File: src/rtl/alst_pkg.sv
`timescale 1ns / 1ps
// ----------------------------------------------------------------------------
// Arc tessellator package
// Shared constants, the entity descriptor type and small arithmetic helpers.
// ----------------------------------------------------------------------------
package alst_pkg;

  // Angle units per full turn (1/128 degree).
  localparam int ANGLE_TURN = 46080;
  localparam int MAX_SEGS = 64;
  localparam logic [7:0] KEEP_COLOR = 8'd255;
  localparam logic [6:0] SPC_RESET = 7'd64;
  localparam logic signed [31:0] TRIG_GAIN = 32'sd652032874;
  localparam int CORDIC_STEPS_DEF = 18;

  // Field widths.
  localparam int ANG_W = 16;
  localparam int CNT_W = 7;
  localparam int QUO_W = 6;
  localparam int DEN_W = 22;
  localparam int PRD_W = 23;

  // Entity kinds.
  localparam logic KIND_LINE = 1'b0;
  localparam logic KIND_ARC = 1'b1;

  // Classified entity handed from the front to the back.
  typedef struct packed {
    logic              kind;
    logic [7:0]        color;
    logic [31:0]       a_x;
    logic [31:0]       a_y;
    logic [31:0]       b_x;
    logic [31:0]       b_y;
    logic [30:0]       radius;
    logic [ANG_W-1:0]  start;
    logic [ANG_W-1:0]  delta;
    logic [CNT_W-1:0]  n;
    logic [DEN_W-1:0]  denom;
  } item_t;

  // Arctangent of 2^-i in phase units (2^32 per turn).
  function automatic logic [31:0] atan_phase(input logic [4:0] idx);
    logic [31:0] v;
    case (idx)
      5'd0: v = 32'h20000000;
      5'd1: v = 32'h12E4051E;
      5'd2: v = 32'h09FB385B;
      5'd3: v = 32'h051111D4;
      5'd4: v = 32'h028B0D43;
      5'd5: v = 32'h0145D7E1;
      5'd6: v = 32'h00A2F61E;
      5'd7: v = 32'h00517C55;
      5'd8: v = 32'h0028BE53;
      5'd9: v = 32'h00145F2F;
      5'd10: v = 32'h000A2F98;
      5'd11: v = 32'h000517CC;
      5'd12: v = 32'h00028BE6;
      5'd13: v = 32'h000145F3;
      5'd14: v = 32'h0000A2FA;
      5'd15: v = 32'h0000517D;
      5'd16: v = 32'h000028BE;
      5'd17: v = 32'h0000145F;
      5'd18: v = 32'h00000A30;
      5'd19: v = 32'h00000518;
      5'd20: v = 32'h0000028C;
      5'd21: v = 32'h00000146;
      5'd22: v = 32'h000000A3;
      5'd23: v = 32'h00000051;
      5'd24: v = 32'h00000029;
      5'd25: v = 32'h00000014;
      5'd26: v = 32'h0000000A;
      5'd27: v = 32'h00000005;
      5'd28: v = 32'h00000003;
      5'd29: v = 32'h00000001;
      default: v = 32'h00000000;
    endcase
    return v;
  endfunction

  // Saturate a signed 64-bit value to 32 bits.
  function automatic logic [31:0] sat32(input logic signed [63:0] v);
    logic [31:0] r;
    if (v > 64'sd2147483647) begin
      r = 32'h7FFFFFFF;
    end else if (v < -64'sd2147483648) begin
      r = 32'h80000000;
    end else begin
      r = v[31:0];
    end
    return r;
  endfunction

endpackage

File: src/rtl/alst_queue.sv
`timescale 1ns / 1ps
// ----------------------------------------------------------------------------
// Arc tessellator entity queue
// Two-entry FIFO that decouples the front end from the segment generator.
// ----------------------------------------------------------------------------
module alst_queue (
  input  logic             clk,
  input  logic             rst,
  input  logic             push_valid,
  output logic             push_ready,
  input  alst_pkg::item_t  push_item,
  output logic             pop_valid,
  input  logic             pop_ready,
  output alst_pkg::item_t  pop_item
);

  alst_pkg::item_t entries [2];
  logic            wr_ptr;
  logic            rd_ptr;
  logic [1:0]      count;
  logic            push;
  logic            pop;

  assign push_ready = (count != 2'd2);
  assign pop_valid  = (count != 2'd0);
  assign pop_item   = entries[rd_ptr];
  assign push       = push_valid && push_ready;
  assign pop        = pop_valid && pop_ready;

  // Pointer and occupancy bookkeeping.
  always_ff @(posedge clk) begin
    if (rst) begin
      wr_ptr <= 1'b0;
      rd_ptr <= 1'b0;
      count  <= 2'd0;
    end else begin
      if (push) begin
        entries[wr_ptr] <= push_item;
        wr_ptr <= ~wr_ptr;
      end
      if (pop) begin
        rd_ptr <= ~rd_ptr;
      end
      if (push && !pop) begin
        count <= count + 2'd1;
      end else if (pop && !push) begin
        count <= count - 2'd1;
      end
    end
  end

endmodule

File: config.mk
export PLATFORM = sky130hd
export DESIGN_NAME = alst_queue
export DESIGN_NICKNAME = d
export VERILOG_FILES = /design/src/rtl/alst_pkg.sv /design/src/rtl/alst_queue.sv
export SDC_FILE = /design/constraint.sdc
export NUM_CORES = 1
export LEC_CHECK = 0
export BUFFER_PORTS_ARGS = -buffer_cell sky130_fd_sc_hd__buf_4
export CAP_MARGIN = 30
export CELL_PAD_IN_SITES_DETAIL_PLACEMENT = 1
export CELL_PAD_IN_SITES_GLOBAL_PLACEMENT = 2
export CORE_UTILIZATION = 41
export DETAILED_ROUTE_END_ITERATION = 8
export PLACE_DENSITY_LB_ADDON = 0.1
export SYNTH_ARGS = -nofsm -noshare
export SYNTH_HDL_FRONTEND = slang
export SYNTH_SLANG_ARGS = --single-unit
File: constraint.sdc
create_clock -name clk -period 46.6 [get_ports clk]
set_input_delay 2.33 -clock clk [delete_from_list [all_inputs] [get_ports clk]]
set_output_delay 2.33 -clock clk [all_outputs]
set_load 0.01 [all_outputs]
* Word level (Yosys, flattened, before mapping)
Memories as Yosys holds them, arrays and structs flattened. A register that Yosys moved wholly into a read port is not among the register bits. Index checks and enable logic that the tools add are counted. Widths: inputs -> output; s select.
Word-level totals: register bits after elaboration 4, bits in writable memories 458, input port bits 233, word-level logic and storage cells 24, memories kept 1
Memory list:
- entries | words 2, width 229, rd ports 1, clocked after memory_dff 1, write ports 1, RTL line alst_queue.sv:17 | alst_pkg::item_t entries [2];
Operators by class: $add $sub $neg 2, equality and inequality tests 1, mux-type cells 7, bitwise operators 2, reduce and logical (&&, ||, !) cells 8
Operators with widths (number):
- $mux 1 | 5
- $logic_and 1x1->1 | 4
- $mux 2 | 2
- $reduce_bool 2->1 | 2
- $add 2x1->2 const B | 1
- $logic_not 1->1 | 2
- $ne 2x2->1 const B | 1
- $not 1->1 | 2
- $sub 2x1->2 const B | 1

* Depth between registers and ports, before layout
Gate-level depths: netlist (run 1).
depth in word-level cells 6, mapped depth 8

* Worst setup path before layout (run 1)
Ideal clock, no wire load.
path type input to register, start point in rst, end point mem entries[1][0] (netlist bit) (enable), data arrival time 18.888 ns, setup slack 26.562 ns, stages 1, path through nor3b_1
On the way: cells in the longest elaborated chain, start to end 2
RTL lines:
- start, declared | RTL line alst_queue.sv:8 | input logic rst,
- $mux 1 | RTL line alst_queue.sv:32 | if (rst) begin
- $mux 1 (implied by the code) | RTL line alst_queue.sv:38 | entries[wr_ptr] <= push_item;
- end, declared | RTL line alst_queue.sv:17
Every way passes these cells.

==> results of run 1 <==
-- area by class of cell --
cell class / count / share of cell area (%)
tap: 525 / 2.928
antenna: 2 / 0.02231
timing repair buffer: 476 / 16.04
sequential: 463 / 61.76
inverter: 3 / 0.05019
multi-input combinational: 248 / 12.06
clock buffer: 56 / 5.772
clock inverter: 33 / 1.366
-- state kept, by name (all words and copies together), names as in the netlist, named ones only --
name and flops:
count 2, rd_ptr 1, wr_ptr 1, entries 458
-- cell usage after synthesis --
library cell and number:
or2_2 1, a21oi_1 2, ha_1 1, buf_4 1, buf_6 23, dfxtp_1 5, edfxtp_1 458, xor2_1 3
nor2_1 3, o21ai_0 3, or3_1 2, mux2_2 229, nor2b_1 1, inv_1 3, nor3_1 1, buf_2 1
nand2_1 1, nor3b_1 1
-- layer usage --
metal	share of wire, %	global-route usage, %
met5	0.075	0
met4	2.7	7.516
met3	10	7.811
met2	50	32.55
met1	37	22.15
-- logic make-up after synthesis --
family                   synth area share, %
XOR/XNOR                              0.1561
flip-flops                             82.31
AND/OR/NAND/NOR                       0.3122
buffers and inverters                  1.680
AO/OA/AOI/OAI                         0.1487
adder cells (fa/ha/maj)              0.07433
multiplexers                           15.32
-- cell usage in the layout, fill, tap and decap left out, drive strengths merged --
master / synthesis / final
nor2b: 1 / 1
mux2: 229 / 229
edfxtp: 458 / 458
nor2: 3 / 3
diode: 0 / 2
xor2: 3 / 3
nor3: 1 / 1
dfxtp: 5 / 5
clkbuf: 0 / 56
bufinv: 0 / 6
nand2: 1 / 1
clkinv: 0 / 25
ha: 1 / 1
a21oi: 2 / 2
or2: 1 / 1
buf: 25 / 476
nor3b: 1 / 1
inv: 3 / 5
o21ai: 3 / 3
or3: 2 / 2
-- worst max-delay path, cell delays in order, from the launching register on --
cell	delay (ns)
dfxtp_4	0.78
buf_4	0.81
buf_4	0.71
mux2_2	0.42
buf_4	0.15
-- per-stage QoR --
step                      power (uW)  setup slack [ns]  util, %  area, um2
final                           1150             40.73    55.95      22440
after floorplan                674.5             26.56        -      16830
after CTS                       1167             40.57    55.94      22430
after global placement         774.0             41.23    51.85      20790
after global routing            1194             40.44    55.95      22430
after detailed placement       777.4             41.20    51.95      20830
-- worst max path at each step --
stage                                to  slack (ns)  cells after the start
after floorplan           entries[1][0]       26.56                      1
after global placement     pop_item[71]       41.23                      4
after detailed placement   pop_item[92]       41.20                      4
after CTS                  pop_item[92]       40.57                      4
after global routing       pop_item[92]       40.44                      4
final                      pop_item[92]       40.73                      4
-- power groups by stage --
stage,registers (uW),clock network (uW),logic (uW)
after floorplan,525,0,149
after global placement,516,0,258
after detailed placement,517,0,260
after CTS,508,396,262
after global routing,511,410,274
final,507,386,256
==> flow_summary.ini, run 1 <==
[logic_synthesis]
syn_inst = 739
avgSynthCellArea_um2 = 22.78
syn_area_um2 = 16830
yosys-top-cells-area = edfxtp_1 82%, mux2_2 15%, buf_6 1.5%, dfxtp_1 0.59%, xor2_1 0.16%
synth_top_cell_area_share_pct = 81.71
yosysTopAreaCell = edfxtp_1
ys_seq_area_share_pct = 82.31
ys_ff_latch = 463
synthesis.nets = 973
yosys_warnings = 0
ys_types = 18

[cts]
post_cts_resized = 0
hold_buffers = 0
cts_tree = yes
path_clk_slew_ns = 0.06
h-tree-depth = 2
cts-root-buf = clkbuf_16
cts_buffers = 49
clock_latency_ns = 0.57
cts_buffer_depth = 3
postCtsSetupRepairBufs = 0
cts_sinks = 463

[timing]
grt_setup_unrepaired = false
skew_ns = 0.01284
layout_min_cycle_time_ns = 5.872
hold_viol_final = 0
slew_headroom_pct = 37.41
finalSetupViolCount = 0
slew_violations = 0
tightest_slew_ns = 0.9388
fin_crit_sh_pct = 12.60
hold_slack_ns = 0.5121
setup_tns_ns = 0
max_freq_mhz = 170.3

[global_route]
first_global_vias = 9331
grt_antenna_before_repair = 4
grtUsageTotal_pct = 19.43
grt_max_degree = 65
grt_pass1_wl_mm = 58.96
overflow = 0

[setup_path]
worstSetupEndpointType = output pin
timing.critical_path.required_ns = 44.27
arrival_ns = 3.54
start_kind = flip-flop
critPathMaxFanout = 64
r2r_cells = 7
reg2reg_from = count[0]
reg2reg_slack_ns = 43.68
crit_type = flip-flop to output pin
r2r-end = entries[1][111]

[routing]
via_count = 8694
drt_iter0_markers = 369
viasPerCell = 4.814
drc = 0
wl_mm = 41.26
wl_per_cell_um = 22.85
ant_nets = 0
first_pass_iters = 4

[pwr]
ir_worst_vdd_uv = 37.43
seqPwrFrac_pct = 44.1
power_switching_uw = 289.1
combPwrFrac_pct = 22.3
intPower_uw = 860.7
swShare_pct = 25.15
power_density_nw_per_um2 = 51.25
p_clk_share_pct = 33.6
p_leak_uw = 0.008229

[cells_and_area]
syn2layout_area_growth_pct = 33.30
stdcell_count = 1806
fin_nets = 1475
final.fill_count = 3666
regArea_um2 = 13860
multi_input_area_um2 = 2705
layout-drive-gt1-share_pct = 60.83

[worst_hold_path]
whs_path_depth = 2
min_path_type = flip-flop to flip-flop
hp-start = rd_ptr
min_to = rd_ptr

[floorplanning]
die_h_um = 204.6
rows = 73
die-area_um2 = 41870
die_width_um = 204.6
initial_core_util_pct = 41.98
pin_count = 464
fp.coreArea_um2 = 40100

[placed_design]
globalplace.congestion = 0.8325
dp_hpwl_mm = 29.06
placed_cells = 1715
io_buffers = 463

[status]
status = completed

[run]
cap_violations = 0
No activity file was read; power rests on OpenSTA's default activity.
==> run 2: changes to the inputs <==
--- a/config.mk
+++ b/config.mk
@@ -9,7 +9,7 @@
 export CAP_MARGIN = 30
 export CELL_PAD_IN_SITES_DETAIL_PLACEMENT = 1
 export CELL_PAD_IN_SITES_GLOBAL_PLACEMENT = 2
-export CORE_UTILIZATION = 41
+export CORE_UTILIZATION = 35
 export DETAILED_ROUTE_END_ITERATION = 8
 export PLACE_DENSITY_LB_ADDON = 0.1
 export SYNTH_ARGS = -nofsm -noshare
==> constraint.sdc (replaced) <==
create_clock -name clk -period 5.29 [get_ports clk]
set_input_delay 0.2645 -clock clk [delete_from_list [all_inputs] [get_ports clk]]
set_output_delay 0.2645 -clock clk [all_outputs]
set_load 0.01 [all_outputs]
==> flow_summary.ini, run 2 (synthesis results as in run 1) <==
[worst_hold_path]
hp-start = push_valid
min_path_type = input port to flip-flop
whs_path_depth = 4
min_to = wr_ptr

[cells_and_area]
stdcell_count = 2118
final_cell_mix = 467 x buf_4, 458 x edfxtp_1, 230 x dlygate4sd3_1, 229 x mux2_2, 51 x clkbuf_16
layout_commonest_cell = buf_4
fin_nets = 1702
largest_reg_flops = 458
reg_top3 = entries (458), count (2)
syn2layout_area_growth_pct = 47.35
max_flop_register = entries
layout-drive-gt1-share_pct = 51.46

[timing]
layout_min_cycle_time_ns = 3.094
slew_violations = 0
fin_crit_sh_pct = 58.48
finalSetupViolCount = 0
slew_headroom_pct = 33.91
grt_setup_unrepaired = false
finalWorstSetupSlack_ns = 2.196
hold_slack_ns = 0.07143
max_freq_mhz = 323.2
skew_ns = 0.008950
tightest_slew_ns = 0.9914
hold_viol_final = 0

[floorplanning]
pin_count = 464
die_h_um = 221.3
die_width_um = 221.3
rows = 79
initial_core_util_pct = 35.85
fp.coreArea_um2 = 46950
die-area_um2 = 48970

[cts]
cts_sinks = 463
path_clk_slew_ns = 0.06
cts-root-buf = clkbuf_16
postCtsSetupRepairBufs = 0
cts_buffers = 51
h-tree-depth = 2
cts_tree = yes
cts_buffer_depth = 3
clock_latency_ns = 0.57

[routing]
first_pass_iters = 4
via_count = 9616
drt_iter0_markers = 404
wl_per_cell_um = 20.44
wl_mm = 43.30
ant_nets = 0
drc = 0
viasPerCell = 4.540

[global_route]
grt_antenna_before_repair = 3
grt_max_degree = 152
grtUsageTotal_pct = 17.50
overflow = 0
first_global_vias = 10500
grt_pass1_wl_mm = 64.74

[setup_path]
arrival_ns = 2.83
critPathMaxFanout = 132
worstSetupEndpointType = output pin
start_kind = flip-flop
timing.critical_path.required_ns = 5.03
reg2reg_from = count[1]
r2r-end = entries[0][172]
r2r_cells = 6
crit_type = flip-flop to output pin
reg2reg_slack_ns = 2.79

[placed_design]
placed_cells = 1792
dp_hpwl_mm = 27.96
globalplace.congestion = 0.7947
pre_cts_slack_ns = 2.772
io_buffers = 463

[pwr]
power_density_nw_per_um2 = 411.9
ir_worst_vdd_uv = 277.6
p_leak_uw = 0.009139

[status]
status = completed

[run]
cap_violations = 0
==> run 2: timing repair <==
action                    in CTS  in global routing
hold endpoints to repair     463                  0
resized for setup              0                  0
hold buffers                 230                  0
==> run 2: critical path, stage by stage (launching register included) <==
cell and delay, ns:
dfxtp_4 0.86, buf_12 0.54, mux2_2 0.43, buf_4 0.15
==> run 2: cell type report <==
class | count | area [um2]
Antenna cell | 3 | 7.507
Clock buffer | 59 | 1306
Clock inverter | 34 | 235.2
Fill cell | 4408 | 22150
Inverter | 3 | 11.26
Multi-Input combinational cell | 248 | 2733
Sequential cell | 463 | 13860
Tap cell | 607 | 759.5
Timing Repair Buffer | 701 | 5888
==> run 2: report_power, final <==
group          switching, uW  internal, uW  total (uW)
Sequential               124          4350        4470
Combinational           1130          1320        2450
Clock                   1390          1900        3290
Total                   2640          7570       10200
==> run 2: routing by layer <==
layer	wire (um)	up-vias	track usage, %
li1	-	4415	-
met4	821	0	5.008
met2	21550	303	29.41
met3	3442	50	6.068
met1	17480	4848	21.24
met5	0	-	0
==> run 2: metrics by stage <==
| stage | power, uW | cell area (um2) | TNS [ns] | utilization, % |
|---|---|---|---|---|
| 2_1_floorplan | 5837 | 16870 | -616.00 | - |
| 4_1_cts | 10380 | 24790 | 0 | 52.80 |
| 5_1_grt | 10630 | 24800 | 0 | 52.82 |
| 3_3_place_gp | 6868 | 20950 | 0 | 44.62 |
| 3_5_place_dp | 6884 | 20950 | 0 | 44.62 |
| 6_report | 10220 | 24800 | 0 | 52.82 |
==> run 2: worst max-delay path by stage <==
stage / endpoint / depth (start not counted) / from / slack (ns)
final: pop_item[76] / 3 / flip-flop / 2.20
after global routing: pop_item[76] / 3 / flip-flop / 2.03
after CTS: pop_item[77] / 3 / flip-flop / 2.13
after detailed placement: pop_item[12] / 3 / flip-flop / 2.77
after global placement: pop_item[12] / 3 / flip-flop / 2.77
after floorplan: entries[1][0] / 4 / count[1] / -1.53
==> run 3: changes to the inputs <==
--- a/config.mk
+++ b/config.mk
@@ -9,7 +9,7 @@
 export CAP_MARGIN = 30
 export CELL_PAD_IN_SITES_DETAIL_PLACEMENT = 1
 export CELL_PAD_IN_SITES_GLOBAL_PLACEMENT = 2
-export CORE_UTILIZATION = 35
+export CORE_UTILIZATION = 38
 export DETAILED_ROUTE_END_ITERATION = 8
 export PLACE_DENSITY_LB_ADDON = 0.1
 export SYNTH_ARGS = -nofsm -noshare
==> constraint.sdc (replaced) <==
create_clock -name clk -period 3.2 [get_ports clk]
set_input_delay 0.16 -clock clk [delete_from_list [all_inputs] [get_ports clk]]
set_output_delay 0.16 -clock clk [all_outputs]
set_load 0.01 [all_outputs]
==> flow_summary.ini, run 3 (synthesis results as in run 1) <==
[status]
status = completed

[floorplanning]
rows = 76
initial_core_util_pct = 38.82
fp.coreArea_um2 = 43360
die_width_um = 212.5
pin_count = 464
die-area_um2 = 45140
die_h_um = 212.5

[setup_path]
crit_type = flip-flop to output pin
path_buf_inv = 2
critPathMaxFanout = 86
start_kind = flip-flop
arrival_ns = 2.34
timing.critical_path.required_ns = 3.04
worstSetupEndpointType = output pin
critPathTopFamily = flip-flops
path_cells = buf_12, mux2_2, buf_4
cpMaxStageDelayCell = dfxtp_4
slowest_delay_ns = 0.62

[routing]
wl_per_cell_um = 20.34
first_pass_iters = 4
wl_mm = 42.81
viasPerCell = 4.597
ant_nets = 0
drt_iter0_markers = 426
via_count = 9672
drc = 0

[cts]
cts_sinks = 463
clock_latency_ns = 0.58
path_clk_slew_ns = 0.05
cts-root-buf = clkbuf_16
h-tree-depth = 2
cts_tree = yes
cts_buffer_depth = 3
cts_buffers = 50

[placed_design]
pre_cts_slack_ns = 1.120
dp_hpwl_mm = 27.21
globalplace.congestion = 0.7222
io_buffers = 463

[global_route]
first_global_vias = 10690
grt_max_degree = 141
grt_antenna_before_repair = 7
grtUsageTotal_pct = 18.68
overflow = 0
grt_pass1_wl_mm = 62.43

[timing]
slew_headroom_pct = 44.19
finalWorstSetupSlack_ns = 0.7033
grt_setup_unrepaired = false
fin_crit_sh_pct = 78.02
hold_slack_ns = 0.04321
skew_ns = 0.01439
max_freq_mhz = 400.5
finalSetupViolCount = 0
tightest_slew_ns = 0.8371
hold_viol_final = 0
layout_min_cycle_time_ns = 2.497
slew_violations = 0

[pwr]
finalPower_uw = 17230
ir_worst_vdd_uv = 504.8
p_leak_uw = 0.009220
power_density_nw_per_um2 = 690.8

[cells_and_area]
syn2layout_area_growth_pct = 48.15
layout-drive-gt1-share_pct = 51.62
largest_reg_flops = 458
layout_commonest_cell = buf_4
fin_util_pct = 57.51
max_flop_register = entries
fin_nets = 1710
final_cell_mix = 474 x buf_4, 458 x edfxtp_1, 231 x dlygate4sd3_1, 229 x mux2_2, 51 x clkbuf_16
reg_top3 = entries (458), count (2)

[run]
cap_violations = 0

[worst_hold_path]
min_path_type = input port to flip-flop
## run 3: cell count changes in the layout (fill, tap and decap cells not counted), sizes merged, moves of 2 or more
cell / before / now
buf: 471 / 479
bufinv: 3 / 7
diode: 3 / 6
clkinvlp: 2 / 0
clkbuf: 59 / 66
clkinv: 28 / 15
## run 3: final cells by class
class / count / area, um2
fillers: 3957 / 18430
flip-flops and latches: 463 / 13860
repair buffers: 710 / 5971
multi-input cells: 248 / 2733
clock buffers: 66 / 1333
well taps: 585 / 732.0
clock inverters: 23 / 281.5
diodes: 6 / 15.01
inverters: 3 / 11.26
## run 3: per-stage QoR
step | instance area [um2] | std cells | setup TNS, ns
final | 24940 | 2104 | 0
after global routing | 24940 | 2104 | 0
after CTS | 24920 | 2098 | 0
after detailed placement | 20990 | 1778 | 0
after global placement | 20990 | 1778 | 0
after floorplan | 16870 | 739 | -1573.22
## run 3: path summary, 6_finish.rpt
check | depth (start not counted) | slack [ns] | from | end
max | 3 | 0.70 | flip-flop | pop_item[88]
min | 4 | 0.04 | pop_ready | rd_ptr
max reg2reg | 5 | 1.17 | count[1] | entries[1][106]
min reg2reg | 2 | 0.51 | rd_ptr | rd_ptr
## run 3: worst reg2reg max path, cell delays in order (launching register included)
cell and delay (ns):
dfxtp_2 0.33, nor2b_4 0.13, inv_2 0.07, nand2_4 0.07
nor3b_4 0.30, buf_12 0.61
## run 3: what timing repair did
| action | CTS | global route |
|---|---|---|
| endpoints found under the hold margin | 463 | 0 |
| setup buffers | 0 | 0 |
| gates resized for setup | 0 | 0 |
| hold buffers | 231 | 0 |
## run 3: per-layer routing
layer | vias to the layer above | GRT usage [%] | wire length, um
li1 | 4436 | - | -
met5 | - | 0 | 17
met1 | 4861 | 20.96 | 16040
met3 | 72 | 7.046 | 3562
met2 | 301 | 32.63 | 22220
met4 | 2 | 5.979 | 971
## run 3: power by group
part | switching (uW) | total (uW) | leakage, uW | internal (uW)
logic | 1950 | 4160 | 0.00420 | 2210
registers | 152 | 7330 | 0.00424 | 7180
clock network | 2260 | 5740 | 0.000785 | 3470
total | 4360 | 17200 | 0.00922 | 12900
