$ cat src/rtl/alst_pkg.sv
`timescale 1ns / 1ps
// ----------------------------------------------------------------------------
// Arc tessellator package
// Shared constants, the entity descriptor type and small arithmetic helpers.
// ----------------------------------------------------------------------------
package alst_pkg;

  // Angle units per full turn (1/128 degree).
  localparam int ANGLE_TURN = 46080;
  localparam int MAX_SEGS = 64;
  localparam logic [7:0] KEEP_COLOR = 8'd255;
  localparam logic [6:0] SPC_RESET = 7'd64;
  localparam logic signed [31:0] TRIG_GAIN = 32'sd652032874;
  localparam int CORDIC_STEPS_DEF = 18;

  // Field widths.
  localparam int ANG_W = 16;
  localparam int CNT_W = 7;
  localparam int QUO_W = 6;
  localparam int DEN_W = 22;
  localparam int PRD_W = 23;

  // Entity kinds.
  localparam logic KIND_LINE = 1'b0;
  localparam logic KIND_ARC = 1'b1;

  // Classified entity handed from the front to the back.
  typedef struct packed {
    logic              kind;
    logic [7:0]        color;
    logic [31:0]       a_x;
    logic [31:0]       a_y;
    logic [31:0]       b_x;
    logic [31:0]       b_y;
    logic [30:0]       radius;
    logic [ANG_W-1:0]  start;
    logic [ANG_W-1:0]  delta;
    logic [CNT_W-1:0]  n;
    logic [DEN_W-1:0]  denom;
  } item_t;

  // Arctangent of 2^-i in phase units (2^32 per turn).
  function automatic logic [31:0] atan_phase(input logic [4:0] idx);
    logic [31:0] v;
    case (idx)
      5'd0: v = 32'h20000000;
      5'd1: v = 32'h12E4051E;
      5'd2: v = 32'h09FB385B;
      5'd3: v = 32'h051111D4;
      5'd4: v = 32'h028B0D43;
      5'd5: v = 32'h0145D7E1;
      5'd6: v = 32'h00A2F61E;
      5'd7: v = 32'h00517C55;
      5'd8: v = 32'h0028BE53;
      5'd9: v = 32'h00145F2F;
      5'd10: v = 32'h000A2F98;
      5'd11: v = 32'h000517CC;
      5'd12: v = 32'h00028BE6;
      5'd13: v = 32'h000145F3;
      5'd14: v = 32'h0000A2FA;
      5'd15: v = 32'h0000517D;
      5'd16: v = 32'h000028BE;
      5'd17: v = 32'h0000145F;
      5'd18: v = 32'h00000A30;
      5'd19: v = 32'h00000518;
      5'd20: v = 32'h0000028C;
      5'd21: v = 32'h00000146;
      5'd22: v = 32'h000000A3;
      5'd23: v = 32'h00000051;
      5'd24: v = 32'h00000029;
      5'd25: v = 32'h00000014;
      5'd26: v = 32'h0000000A;
      5'd27: v = 32'h00000005;
      5'd28: v = 32'h00000003;
      5'd29: v = 32'h00000001;
      default: v = 32'h00000000;
    endcase
    return v;
  endfunction

  // Saturate a signed 64-bit value to 32 bits.
  function automatic logic [31:0] sat32(input logic signed [63:0] v);
    logic [31:0] r;
    if (v > 64'sd2147483647) begin
      r = 32'h7FFFFFFF;
    end else if (v < -64'sd2147483648) begin
      r = 32'h80000000;
    end else begin
      r = v[31:0];
    end
    return r;
  endfunction

endpackage

$ cat src/rtl/alst_front.sv
`timescale 1ns / 1ps
// ----------------------------------------------------------------------------
// Arc tessellator front end
// Accepts entities, resolves color and angles and finds the segment count.
// ----------------------------------------------------------------------------
module alst_front (
  input  logic                clk,
  input  logic                rst,
  input  logic                cfg_wen,
  input  logic [6:0]          cfg_wdata,
  input  logic                in_valid,
  output logic                in_ready,
  input  logic                entity_kind,
  input  logic [7:0]          entity_color,
  input  logic [7:0]          forced_color,
  input  logic signed [31:0]  point_a_x,
  input  logic signed [31:0]  point_a_y,
  input  logic signed [31:0]  point_b_x,
  input  logic signed [31:0]  point_b_y,
  input  logic [30:0]         arc_radius,
  input  logic [15:0]         arc_start_deg,
  input  logic [15:0]         arc_end_deg,
  output logic                item_valid,
  output alst_pkg::item_t     item,
  input  logic                item_ready
);

  localparam logic [1:0] F_IDLE = 2'd0;
  localparam logic [1:0] F_DIV  = 2'd1;
  localparam logic [1:0] F_DEN  = 2'd2;
  localparam logic [1:0] F_PUSH = 2'd3;
  localparam logic [alst_pkg::ANG_W-1:0] TURN16 = alst_pkg::ANG_W'(alst_pkg::ANGLE_TURN);
  localparam logic [6:0] SPC_MAX = 7'(alst_pkg::MAX_SEGS);
  // A full turn is 45 * 1024 units: drop the 1024 by a shift, then divide by
  // 45 through a reciprocal that is exact for every product that can occur.
  localparam int PRE_SHIFT = 10;
  localparam int RECIP_SHIFT = 17;
  localparam int SCL_W = alst_pkg::PRD_W - PRE_SHIFT;
  localparam int RP_W = 25;
  localparam logic [RP_W-1:0] RECIP_45 = RP_W'(2913);

  logic [1:0]                    state;
  logic [6:0]                    spc;
  logic [alst_pkg::PRD_W-1:0]    rem;

  logic [alst_pkg::ANG_W-1:0]    start_r;
  logic [alst_pkg::ANG_W-1:0]    end_r;
  logic [alst_pkg::ANG_W-1:0]    delta_c;
  logic [6:0]                    spc_c;
  logic [SCL_W-1:0]              scaled;
  logic [RP_W-1:0]               recip_prod;
  logic [alst_pkg::QUO_W-1:0]    quo_c;
  logic [alst_pkg::CNT_W-1:0]    n_next;

  assign in_ready   = (state == F_IDLE);
  assign item_valid = (state == F_PUSH);

  // Angle reduction and swept angle.
  always_comb begin
    start_r = (arc_start_deg >= TURN16) ? arc_start_deg - TURN16 : arc_start_deg;
    end_r   = (arc_end_deg >= TURN16) ? arc_end_deg - TURN16 : arc_end_deg;
    if (end_r >= start_r) begin
      delta_c = end_r - start_r;
    end else begin
      delta_c = alst_pkg::ANG_W'(17'(end_r) + 17'(TURN16) - 17'(start_r));
    end
    spc_c = (spc > SPC_MAX) ? SPC_MAX : spc;
  end

  // Quotient of delta * spc by a full turn, from the registered product.
  always_comb begin
    scaled     = rem[alst_pkg::PRD_W-1:PRE_SHIFT];
    recip_prod = RP_W'(scaled) * RECIP_45;
    quo_c      = recip_prod[RECIP_SHIFT +: alst_pkg::QUO_W];
    n_next     = alst_pkg::CNT_W'(quo_c) + 7'd1;
  end

  always_ff @(posedge clk) begin
    if (rst) begin
      state <= F_IDLE;
      spc   <= alst_pkg::SPC_RESET;
    end else begin
      if (cfg_wen) begin
        spc <= cfg_wdata;
      end
      case (state)
        F_IDLE: begin
          if (in_valid) begin
            item.kind   <= entity_kind;
            item.color  <= (forced_color != alst_pkg::KEEP_COLOR) ?
                           forced_color : entity_color;
            item.a_x    <= point_a_x;
            item.a_y    <= point_a_y;
            item.b_x    <= point_b_x;
            item.b_y    <= point_b_y;
            item.radius <= arc_radius;
            item.start  <= start_r;
            item.delta  <= delta_c;
            item.n      <= 7'd1;
            item.denom  <= alst_pkg::DEN_W'(alst_pkg::ANGLE_TURN);
            rem         <= alst_pkg::PRD_W'(delta_c) * alst_pkg::PRD_W'(spc_c);
            state       <= (entity_kind == alst_pkg::KIND_ARC) ? F_DIV : F_PUSH;
          end
        end
        F_DIV: begin
          item.n <= n_next;
          state  <= F_DEN;
        end
        F_DEN: begin
          item.denom <= alst_pkg::DEN_W'(item.n) *
                        alst_pkg::DEN_W'(alst_pkg::ANGLE_TURN);
          state      <= F_PUSH;
        end
        F_PUSH: begin
          if (item_ready) begin
            state <= F_IDLE;
          end
        end
        default: state <= F_IDLE;
      endcase
    end
  end

endmodule

$ cat config.mk
export PLATFORM = sky130hd
export DESIGN_NAME = alst_front
export DESIGN_NICKNAME = d
export VERILOG_FILES = /design/src/rtl/alst_pkg.sv /design/src/rtl/alst_front.sv
export SDC_FILE = /design/constraint.sdc
export NUM_CORES = 1
export LEC_CHECK = 0
export BUFFER_PORTS_ARGS = -buffer_cell sky130_fd_sc_hd__buf_2
export CAP_MARGIN = 20
export CORE_AREA = 2 2 202 204
export CTS_BUF_LIST = sky130_fd_sc_hd__clkbuf_4
export CTS_CLUSTER_SIZE = 25
export DETAILED_ROUTE_END_ITERATION = 8
export DIE_AREA = 0 0 204 206
export PLACE_DENSITY = 0.66
export SETUP_SLACK_MARGIN = 0.1
export SLEW_MARGIN = 20
export SYNTH_ARGS = -nofsm -noshare
export SYNTH_HDL_FRONTEND = slang
export SYNTH_SLANG_ARGS = --single-unit
$ cat constraint.sdc
create_clock -name clk -period 12.8 [get_ports clk]
set_input_delay 2.56 -clock clk [delete_from_list [all_inputs] [get_ports clk]]
set_output_delay 2.56 -clock clk [all_outputs]
set_load 0.02 [all_outputs]
-- After elaboration in Yosys (flattened, before gate mapping)
Index checks and enable logic that the tools add are counted.
- reductions and logical operators: 7
- eq/ne operators: 6
- muxes and demuxes: 12
- magnitude comparators: 4
- bitwise gates (word level): 1
- multiply operators: 3
- $add $sub $neg: 6
- operators with widths (kind ; number):
    16-bit two-way mux ; 3
    22-bit one-hot mux with 2 select lines ; 1
    16-bit greater-or-equal comparator, second input constant ; 2
    16-bit subtractor ; 2
    16-bit subtractor, second input constant ; 2
    29-bit two-way mux ; 1
    13-bit by 12-bit multiplier with 23-bit output, second input constant ; 1
    16-bit by 7-bit multiplier with 23-bit output ; 1
    16-bit adder, second input constant ; 1
    16-bit greater-or-equal comparator ; 1
    7-bit one-hot mux with 2 select lines ; 1
    7-bit by 6-bit multiplier with 12-bit output, second input constant ; 1
    3-bit AND reduction ; 3
    8-bit two-way mux ; 1
    8-bit inequality test, second input constant ; 1
    2-bit one-hot mux with 4 select lines ; 1
    6-bit by 1-bit adder with 7-bit output, second input constant ; 1
    7-bit > comparator, second input constant ; 1
    7-bit two-way mux ; 1
    2-bit two-way mux ; 3
    2-bit equality test, second input constant ; 2
    2-bit nonzero test ; 2
    2-bit by 1-bit equality test with 1-bit output, second input constant ; 1
    2-bit logical NOT ; 1
    4 further kinds ; 4
- register bits: 261
- input bits: 220
- logic and storage cells: 53
- output and inout port bits: 231

-- Depth between registers and ports, before layout
Gate-level depths: netlist of the first run.
- word-level depth: 6
- gate-level depth with buffers: 35
- gate-level depth less buffers: 34

-- Least setup slack after synthesis of the first run
No wires, ideal clock.
- kind: in2reg
- start: input rst
- end: register item[100] (netlist bit), enable pin
- cell stages on the path: 2
- setup slack: 0.393 ns
- arrival: 11.616 ns
- path buffers: 1
- setup time: 0.791 ns
- required time: 12.009 ns
- cells stage by stage: clkbuf_1 nor2_1
- longest elaborated chain between the ends: 2
- ends and longest elaborated chain (item ; RTL line ; RTL):
    start: declaration ; alst_front.sv:8 ; input logic rst,
    1-bit inverter (no source line) ; - ;
    3-bit AND reduction (no source line) ; - ;
    end: declaration ; alst_front.sv:24 ; output alst_pkg::item_t item,
No other way between the ends.
A chain may end at the register's enable or synchronous reset.

-- Worst setup path after layout of the first run
- start: input arc_end_deg[7]
- end: register rem[22] (netlist bit), data pin
- longest elaborated chain between the ends: 6
- elaborated cells between the ends (all ways): 9
- classes of those cells: add/sub (4); mul (1); order compare (2); mux (2)
- ends and longest elaborated chain (item ; RTL line ; RTL):
    start: declaration ; alst_front.sv:22 ; input logic [15:0] arc_end_deg,
    16-bit subtractor / 16-bit greater-or-equal comparator (equally long branches) ; alst_front.sv:61 ; end_r = (arc_end_deg >= TURN16) ? arc_end_deg - TURN16 : arc_end_deg;
    16-bit two-way mux (*) ; alst_front.sv:61 ;
    16-bit adder ; alst_front.sv:65 ; delta_c = alst_pkg::ANG_W'(17'(end_r) + 17'(TURN16) - 17'(start_r));
    16-bit subtractor ; alst_front.sv:65 ;
    16-bit two-way mux (*) ; alst_front.sv:62 ; if (end_r >= start_r) begin
    16-bit by 7-bit multiplier with 23-bit output (*) ; alst_front.sv:101 ; rem <= alst_pkg::PRD_W'(delta_c) * alst_pkg::PRD_W'(spc_c);
    end signal: assignment ; alst_front.sv:101 ;
    end: declaration ; alst_front.sv:44 ; logic [alst_pkg::PRD_W-1:0] rem;
Mark *: on every way between the ends. The rest lies on a longest branch, timed or not.

==> results of run 1 <==
sequential cells by signal, summed over array words and instances (netlist names):
name	count
item	219
rem	13
spc	7
state	2
where the power goes:
group | internal [uW] | leakage, uW | total (uW) | switching [uW]
registers | 1050 | 0.00221 | 1110 | 52.7
logic | 1340 | 0.00652 | 3140 | 1800
clock network | 364 | 0.000481 | 690 | 326
total | 2760 | 0.00921 | 4930 | 2170
layer usage:
| layer | GRT usage (%) | vias up | routed length (um) |
|---|---|---|---|
| met5 | 0 | - | 23 |
| met4 | 6.37 | 4 | 860 |
| met3 | 5.01 | 84 | 2910 |
| met2 | 32.1 | 420 | 20400 |
| met1 | 23.2 | 5328 | 16500 |
| li1 | - | 5291 | - |
placed cells by master, fill, tap and decap left out, types with 10 or more instances in the layout:
| cell | n |
|---|---|
| clkinv_1 | 12 |
| inv_2 | 11 |
| nand3_1 | 13 |
| buf_2 | 440 |
| nand2_1 | 51 |
| nor2b_1 | 16 |
| a21oi_1 | 33 |
| edfxtp_1 | 232 |
| and2_1 | 15 |
| nor2_1 | 115 |
| xor2_1 | 21 |
| fa_1 | 121 |
| ha_1 | 164 |
| inv_1 | 220 |
| mux2i_1 | 11 |
| a21o_1 | 14 |
| nand2b_1 | 18 |
| clkbuf_4 | 89 |
| xnor2_1 | 44 |
| conb_1 | 10 |
| o21ai_0 | 13 |
synth_stat cells (all sizes together) (14+ instances only):
cell	instances	area share (%)
nor2	116	2.8
and2	15	0.60
nand2	51	1.2
mux2i	14	0.96
fa	121	15
xor2	22	1.3
a21oi	36	1.2
nor2b	16	0.64
xnor2	46	2.7
a21o	14	0.67
nand3	14	0.48
edfxtp	232	44
o21ai	23	0.85
inv	230	5.5
ha	164	13
nand2b	18	0.71
cells by family (layout without fill, tap and decap cells):
kind of cell | Yosys count | count (layout) | share of synthesized area (%)
muxes | 20 | 20 | 1.39
adders and majority gates | 285 | 285 | 28.4
other | 1 | 15 | 0.0238
AOI/OAI and AO/OA | 122 | 122 | 5.86
and+or+nand+nor | 280 | 280 | 8.64
xor gates and xnor gates | 68 | 68 | 3.92
DFF | 241 | 241 | 45.4
buffers and inverters | 254 | 785 | 6.39
metrics by stage:
step	hold WS, ns	area [sq um]	setup slack, ns	total power [uW]
2_1_floorplan	0.475	15800	0.393	3630
3_3_place_gp	0.526	18500	1.82	4200
3_5_place_dp	0.533	18500	1.60	4250
4_1_cts	0.540	19400	2.41	5000
5_1_grt	0.571	19400	1.91	5480
6_report	0.547	19400	2.33	4930
worst paths after layout:
check,to,slack [ns],cells after the start
worst min register to register,state[0]$_SDFFE_PP0P_,0.55,2
worst max register to register,rem[22]$_DFFE_PP_,6.44,15
worst max-delay path,rem[22]$_DFFE_PP_,2.33,30
worst min-delay path,state[0]$_SDFFE_PP0P_,0.55,2
cell type report:
class	count	area (sq um)	share of cell area, %
antenna	5	12.5	0.0645
inverter	230	863	4.45
timing repair buffer	444	2230	11.5
clock inverter	22	153	0.787
multi-input combinational	785	7640	39.4
clock buffer	89	668	3.45
sequential	241	7150	36.9
tap	532	666	3.43
worst min-delay path, cell delays in order, from the launching register on:
cell	delay [ns]
dfxtp_1	0.34
nor2_1	0.11
nor3_1	0.05
==> metrics.txt, run 1 <==
I/O pin count around 450; crit path time final around 10 ns; slowest CP cell a41oi_2; status complete, no violations; initial antenna violation count 12; row cnt 74; Skew-Pair Late Insertion Delay roughly 0.74 ns; CTS Sinks ~240; total CTS buffers 67; DRC viols 0; register area share after synthesis a little under half; TritonRoute pass-1 iters 5; CTS tree built; Nets 2274; CP delay by family, top adder cells; Fillers between 3000 and 4000; Clock Root Buffer clkbuf_4; CP endpoint kind flop; Hold Path Class flop to flop; clock-pin slew on the worst setup and hold paths about 0.070 ns; Layout Skew roughly 0.041 ns; top_reg_cell synth edfxtp_1; number of synthesized flops with an enable pin between 200 and 250; Max Freq 95.5 MHz; Syn. warnings 0; clock buffer depth 3; Max-Cap Viols 0; R2R Path Start spc[6]$_SDFFE_PP1P_; GP Congestion about 0.87; ys async rst share 0%; leakage between 0.009 and 0.01 uW; DR vias about 11000; Fin. Hold Viols 0; Max Transition Viols Final 0; post-cts resize count 0; Syn Inst Count 1271; cts hold-fix bufs 0; largest net degree at the start of global routing 70; Core Area 40200 sq um; final core utilization ~48%; Setup crit start arc_end_deg[7]; Relative slew margins 31.0%; Final setup viols 0; die width 204 um; Mean Syn Cell Area approximately 12 sq um; period utilization between 80% and 90%; post-synth cell types between 70 and 80; GRT Residual Overflow 0; buffers added on ports 440; DIE HEIGHT between 200 and 250 um; TNS Setup 0 ns; worst hold start state[0]$_SDFFE_PP0P_; All-Layer GR Usage a little under a fifth; CP max stage delay about 0.75 ns; Critical path buffers and inverters 5; vias per inst between 4 and 5; worst vdd ir around 0.25 mV; WP data arrival roughly 11 ns; Pwr per Cell Area approximately 250 nW/um^2; kind of critical path input pin to flop; Placed Instances 2232; Yosys reg bits 241; htree depth 3; Tightest Pin Transition around 1.0 ns; Post-Syn Area approximately 16000 sq um; most used cell, CP fa_1; WL/cell about 17 um; non-filler instance count after layout approximately 2300; Detailed Route WL around 41000 um; first-pass GRT wire length approximately 61000 um; CP Max Fanout 14; Synth-to-Final Area Change 23.1%; Die Area about 42000 sq um; initial core utilization about 39%; DPL Wire Length about 33000 um; Initial DRC Count around 490; number of global-route vias before repair around 11000; Worst Path Required 13.29 ns; share of layout cells above drive strength 1 32.9%; CP Launch Type input pin; unrepaired setup endpoints after global routing false; post-CTS setup buffer count 0; Final ANT Viol Nets 0
Note: power is estimated with default switching activity, not from simulation.
==> run 2, diff against run 1 <==
- PLACE_DENSITY: 0.66 -> unset
- clock period: 12.8 -> 9.8 ns (I/O delays scaled with it)
==> run 2 against run 1 <==
  * Non-clock buffer count increased by 13
  * Power is 32% higher
  * Register-to-register slack got worse by 3.1 ns
  * First-iteration DRC count up 19%
  * Utilization increased by 0.35 points
  * Wire length increased by 5.0%
  * Worst setup slack worse by 1.6 ns
  * Die area unchanged
  * Sequential power grew 31%
  * Final area increased by 0.74%
  * Worst hold slack got worse by 0.015 ns
  * Largest cell class unchanged
==> metrics.txt, run 2 (synthesis gave the netlist of run 1 again) <==
Biggest register item (unchanged); CP endpoint kind flop (unchanged); Nets 2287 (was 2274); DIE HEIGHT 206 um (unchanged); cts hold-fix bufs 0 (unchanged); Die Area 42000 sq um (unchanged); commonest non-fill, non-tap cells in the layout 440 x buf_2, 232 x edfxtp_1, 220 x inv_1, 164 x ha_1, 121 x fa_1 (unchanged); Initial DRC Count 576 (was 485); Fillers 3740 (was 3672); worst vdd ir 0.491 mV (was 0.246 mV); kind of critical path input pin to flop (unchanged); pre-CTS setup slack 0.0445 ns (was 1.60 ns); DPL Wire Length 34700 um (was 32900 um); total CTS buffers 67 (unchanged); buffers added on ports 440 (unchanged); Fin. Hold Viols 0 (unchanged); Final ANT Viol Nets 0 (unchanged); DRC viols 0 (unchanged); initial antenna violation count 8 (was 12); share of layout cells above drive strength 1 33.5% (was 32.9%); Clock Root Buffer clkbuf_4 (unchanged); slowest CP cell fa_1 (was a41oi_2); TNS Setup 0 ns (unchanged); Max Transition Viols Final 0 (unchanged); CTS tree built (unchanged); most common cell after layout, fill and taps aside buf_2 (unchanged); Layout Skew 0.0428 ns (was 0.0406 ns); unrepaired setup endpoints after global routing false (unchanged); clock buffer depth 3 (unchanged); Worst Path Required 10.24 ns (was 13.29 ns); Hold Path Class flop to flop (unchanged); Tightest Pin Transition 0.917 ns (was 1.03 ns); htree depth 3 (unchanged); TritonRoute pass-1 iters 4 (was 5); row cnt 74 (unchanged); CTS Sinks 241 (unchanged); Pwr per Cell Area 333 nW/um^2 (was 255 nW/um^2); Relative slew margins 38.8% (was 31.0%); status complete, no violations (unchanged); die width 204 um (unchanged); CP max stage delay 0.55 ns (was 0.75 ns); first-pass GRT wire length 63900 um (was 60900 um); clock-pin slew on the worst setup and hold paths 0.06 ns (was 0.07 ns); WL/cell 18.1 um (was 17.3 um); Core Area 40200 sq um (unchanged); most used cell, CP fa_1 (unchanged); largest net degree at the start of global routing 131 (was 70); Max Freq about 110 MHz; Hold Slack 0.532 ns (was 0.547 ns); WP data arrival 9.55 ns (was 10.96 ns); DR vias 11180 (was 11127); post-CTS setup buffer count 0 (unchanged); crit path time final between 9 and 10 ns; CP Launch Type input pin (unchanged); number of global-route vias before repair 11536 (was 11423); All-Layer GR Usage 20.0% (was 18.8%); Synth-to-Final Area Change 24.0% (was 23.1%); max reg flops 219 (unchanged); Final WS setup 0.693 ns (was 2.33 ns); leakage 0.00930 uW (was 0.00921 uW); Largest regs item (219), rem (13), spc (7) (unchanged); Detailed Route WL 42800 um (was 40700 um); GRT Residual Overflow 0 (unchanged); Max-Cap Viols 0 (unchanged); initial core utilization 39.2% (unchanged); CP Max Fanout 21 (was 14); GP Congestion 0.846 (was 0.868); vias per inst 4.73 (was 4.74); Post-DP Area 18700 sq um (was 18500 sq um); period utilization 92.9%; post-route design area 19500 sq um (was 19400 sq um); Skew-Pair Late Insertion Delay 0.73 ns (was 0.74 ns); post-cts resize count 0 (unchanged); I/O pin count 451 (unchanged); Final setup viols 0 (unchanged)
-- run 2: area by class of cell --
class / instances / area, sq um / area share, %
diodes: 8 / 20.0 / 0.103
clock buffers: 95 / 713 / 3.65
clock inverters: 16 / 120 / 0.615
inverters: 230 / 863 / 4.42
multi-input cells: 785 / 7640 / 39.1
flip-flops and latches: 241 / 7150 / 36.6
well taps: 532 / 666 / 3.41
repair buffers: 457 / 2350 / 12.1
-- run 2: power breakdown --
group	internal (uW)	switching, uW	leakage, uW
Clock	496	423	0.000496
Sequential	1380	69.5	0.00221
Combinational	1790	2360	0.00659
-- run 2: final timing paths --
path	start	end	slack (ns)	cells after the start
max	arc_end_deg[7]	rem[22]$_DFFE_PP_	0.69	29
min	spc[3]$_SDFFE_PP0P_	spc[3]$_SDFFE_PP0P_	0.53	2
max reg2reg	spc[6]$_SDFFE_PP1P_	rem[22]$_DFFE_PP_	3.34	15
min reg2reg	spc[3]$_SDFFE_PP0P_	spc[3]$_SDFFE_PP0P_	0.53	2
-- run 2: critical path: cells and delay by family --
family / cells / cell delay [ns]
simple gates: 9 / 1.91
buf+inv: 5 / 0.50
xor+xnor: 1 / 0.20
compound gates: 8 / 2.23
fa+ha+maj: 6 / 2.75
-- run 2: layer usage --
layer | vias up | part of all wire (%) | track usage [%] | routed length, um
met4 | 2 | 2.0 | 5.90 | 849
met3 | 67 | 7.1 | 5.22 | 3050
met5 | - | 0.023 | 0 | 10
met2 | 417 | 50 | 33.9 | 21400
li1 | 5322 | - | - | -
met1 | 5372 | 41 | 25.2 | 17400
-- run 2: through the flow --
stage          total power [uW]  cells  utilization (%)
2_1_floorplan              4720   1280                -
3_3_place_gp               5560   2245             46.5
3_5_place_dp               5610   2245             46.5
4_1_cts                    6610   2356             48.5
5_1_grt                    7230   2358             48.6
6_report                   6510   2364             48.6
==> run 3, diff against run 2 <==
==> constraint.sdc (replaced) <==
create_clock -name clk -period 9.8 [get_ports clk]
set_input_delay 0.98 -clock clk [delete_from_list [all_inputs] [get_ports clk]]
set_output_delay 0.98 -clock clk [all_outputs]
set_load 0.02 [all_outputs]
==> run 3 against run 2 <==
  * Wire length down 0.87%
  * Die area unchanged
  * Non-clock buffer count down 11
  * Critical path depth up 1
  * Utilization down 0.062 points
  * Clock power up 3.9%
  * Clock-buffer cell count up 4
  * Final area down 0.13%
  * Worst setup slack better by 0.56 ns
  * Global-route usage down 0.30 points
==> metrics.txt, run 3 (synthesis gave the netlist of run 1 again) <==
status complete, no violations (unchanged); Hold Path Class input pin to flop (was flop to flop); DIE HEIGHT 206 um (unchanged); Tightest Pin Transition 0.887 ns (was 0.917 ns); WP data arrival 9.00 ns (was 9.55 ns); post-CTS setup buffer count 0 (unchanged); Pwr per Cell Area 334 nW/um^2 (was 333 nW/um^2); I/O pin count 451 (unchanged); clock buffer depth 3 (unchanged); Clock Root Buffer clkbuf_4 (unchanged); Fillers 3758 (was 3740); Core Area 40200 sq um (unchanged); slowest CP cell mux2i_1 (was fa_1); DRC viols 0 (unchanged); DR vias 11312 (was 11180); total CTS buffers 68 (was 67); Worst Path Required 10.25 ns (was 10.24 ns); worst vdd ir 0.363 mV (was 0.491 mV); CP Max Fanout 22 (was 21); GP Congestion 0.864 (was 0.846); leakage 0.00926 uW (was 0.00930 uW); Post-DP Area 18600 sq um (was 18700 sq um); GRT Residual Overflow 0 (unchanged); All-Layer GR Usage 19.7% (was 20.0%); number of global-route vias before repair 11336 (was 11536); TNS Setup 0 ns (unchanged); max reg flops 219 (unchanged); Largest regs item (219), rem (13), spc (7) (unchanged); Max Transition Viols Final 0 (unchanged); Nets 2277 (was 2287); Max Freq 117 MHz (was 110 MHz); first-pass GRT wire length 63000 um (was 63900 um); Synth-to-Final Area Change 23.8% (was 24.0%); Layout Skew 0.0461 ns (was 0.0428 ns); share of layout cells above drive strength 1 33.1% (was 33.5%); Final ANT Viol Nets 0 (unchanged); unrepaired setup endpoints after global routing false (unchanged); row cnt 74 (unchanged); clock-pin slew on the worst setup and hold paths 0.06 ns (about the same); WL/cell 17.9 um (was 18.1 um); most common cell after layout, fill and taps aside buf_2 (unchanged); cts hold-fix bufs 0 (unchanged); initial core utilization 39.2% (unchanged); die width 204 um (unchanged); Biggest register item (unchanged); Detailed Route WL 42400 um (was 42800 um); crit path time final 8.55 ns (was 9.11 ns); Max-Cap Viols 0 (unchanged); CP endpoint kind flop (unchanged); Final setup viols 0 (unchanged); htree depth 3 (unchanged); Initial DRC Count 526 (was 576); TritonRoute pass-1 iters 5 (was 4); post-cts resize count 0 (unchanged); DPL Wire Length 34400 um (was 34700 um); Skew-Pair Late Insertion Delay 0.74 ns (was 0.73 ns); kind of critical path input pin to flop (unchanged); CP max stage delay 0.60 ns (was 0.55 ns); period utilization 87.2% (was 92.9%); vias per inst 4.77 (was 4.73); Relative slew margins 40.8% (was 38.8%); largest net degree at the start of global routing 145 (was 131); Total Power 6510 uW (about the same); CTS tree built (unchanged); Final WS setup 1.25 ns (was 0.693 ns); post-route design area 19500 sq um (about the same); pre-CTS setup slack 0.598 ns (was 0.0445 ns); Hold Slack 0.417 ns (was 0.532 ns); Fin. Hold Viols 0 (unchanged); CTS Sinks 241 (unchanged); commonest non-fill, non-tap cells in the layout 440 x buf_2, 232 x edfxtp_1, 220 x inv_1, 164 x ha_1, 121 x fa_1 (unchanged); buffers added on ports 440 (unchanged); initial antenna violation count 17 (was 8); most used cell, CP fa_1 (unchanged); CP Launch Type input pin (unchanged); Die Area 42000 sq um (unchanged)
-- run 3: layout make-up --
class | instances | area (sq um) | share of cell area, %
multi-input combinational | 785 | 7640 | 39.2
sequential | 241 | 7150 | 36.6
timing repair buffer | 446 | 2260 | 11.6
inverter | 230 | 863 | 4.43
clock buffer | 99 | 743 | 3.81
tap | 532 | 666 | 3.41
clock inverter | 21 | 144 | 0.738
antenna | 16 | 40.0 | 0.205
-- run 3: report_power, final --
group	leakage (uW)	switching [uW]	internal, uW
Combinational	0.00653	2340	1770
Sequential	0.00221	72.8	1380
Clock	0.000519	437	517
Total	0.00926	2850	3660
-- run 3: final timing paths --
check | start | end | slack (ns) | depth (start not counted)
setup / recovery | arc_end_deg[7] | rem[22]$_DFFE_PP_ | 1.25 | 30
hold / removal | point_b_y[17] | item[109]$_DFFE_PP_ | 0.42 | 1
setup reg to reg | spc[6]$_SDFFE_PP1P_ | rem[22]$_DFFE_PP_ | 3.28 | 15
hold reg to reg | spc[4]$_SDFFE_PP0P_ | spc[4]$_SDFFE_PP0P_ | 0.53 | 2
-- run 3: metrics by stage --
step | util (%) | instances
global placement | 46.2 | 2233
global route | 48.5 | 2367
CTS | 48.4 | 2353
floorplan | - | 1280
finish | 48.5 | 2370
detailed placement | 46.2 | 2233
-- run 3: layer usage --
metal / up-vias / routed length (um) / track usage, %
li1: 5329 / - / -
met1: 5479 / 17300 / 24.5
met2: 445 / 21300 / 33.7
met3: 57 / 3100 / 5.25
met4: 2 / 707 / 5.64
met5: - / 13 / 0
-- run 3: worst max-delay path: cells and delay by family --
kind	cells	cell delay, ns
muxes	1	0.60
buffers and inverters	5	0.61
and+or+nand+nor	7	1.67
AOI/OAI and AO/OA	10	2.18
adders and majority gates	6	2.74
xor gates and xnor gates	1	0.20
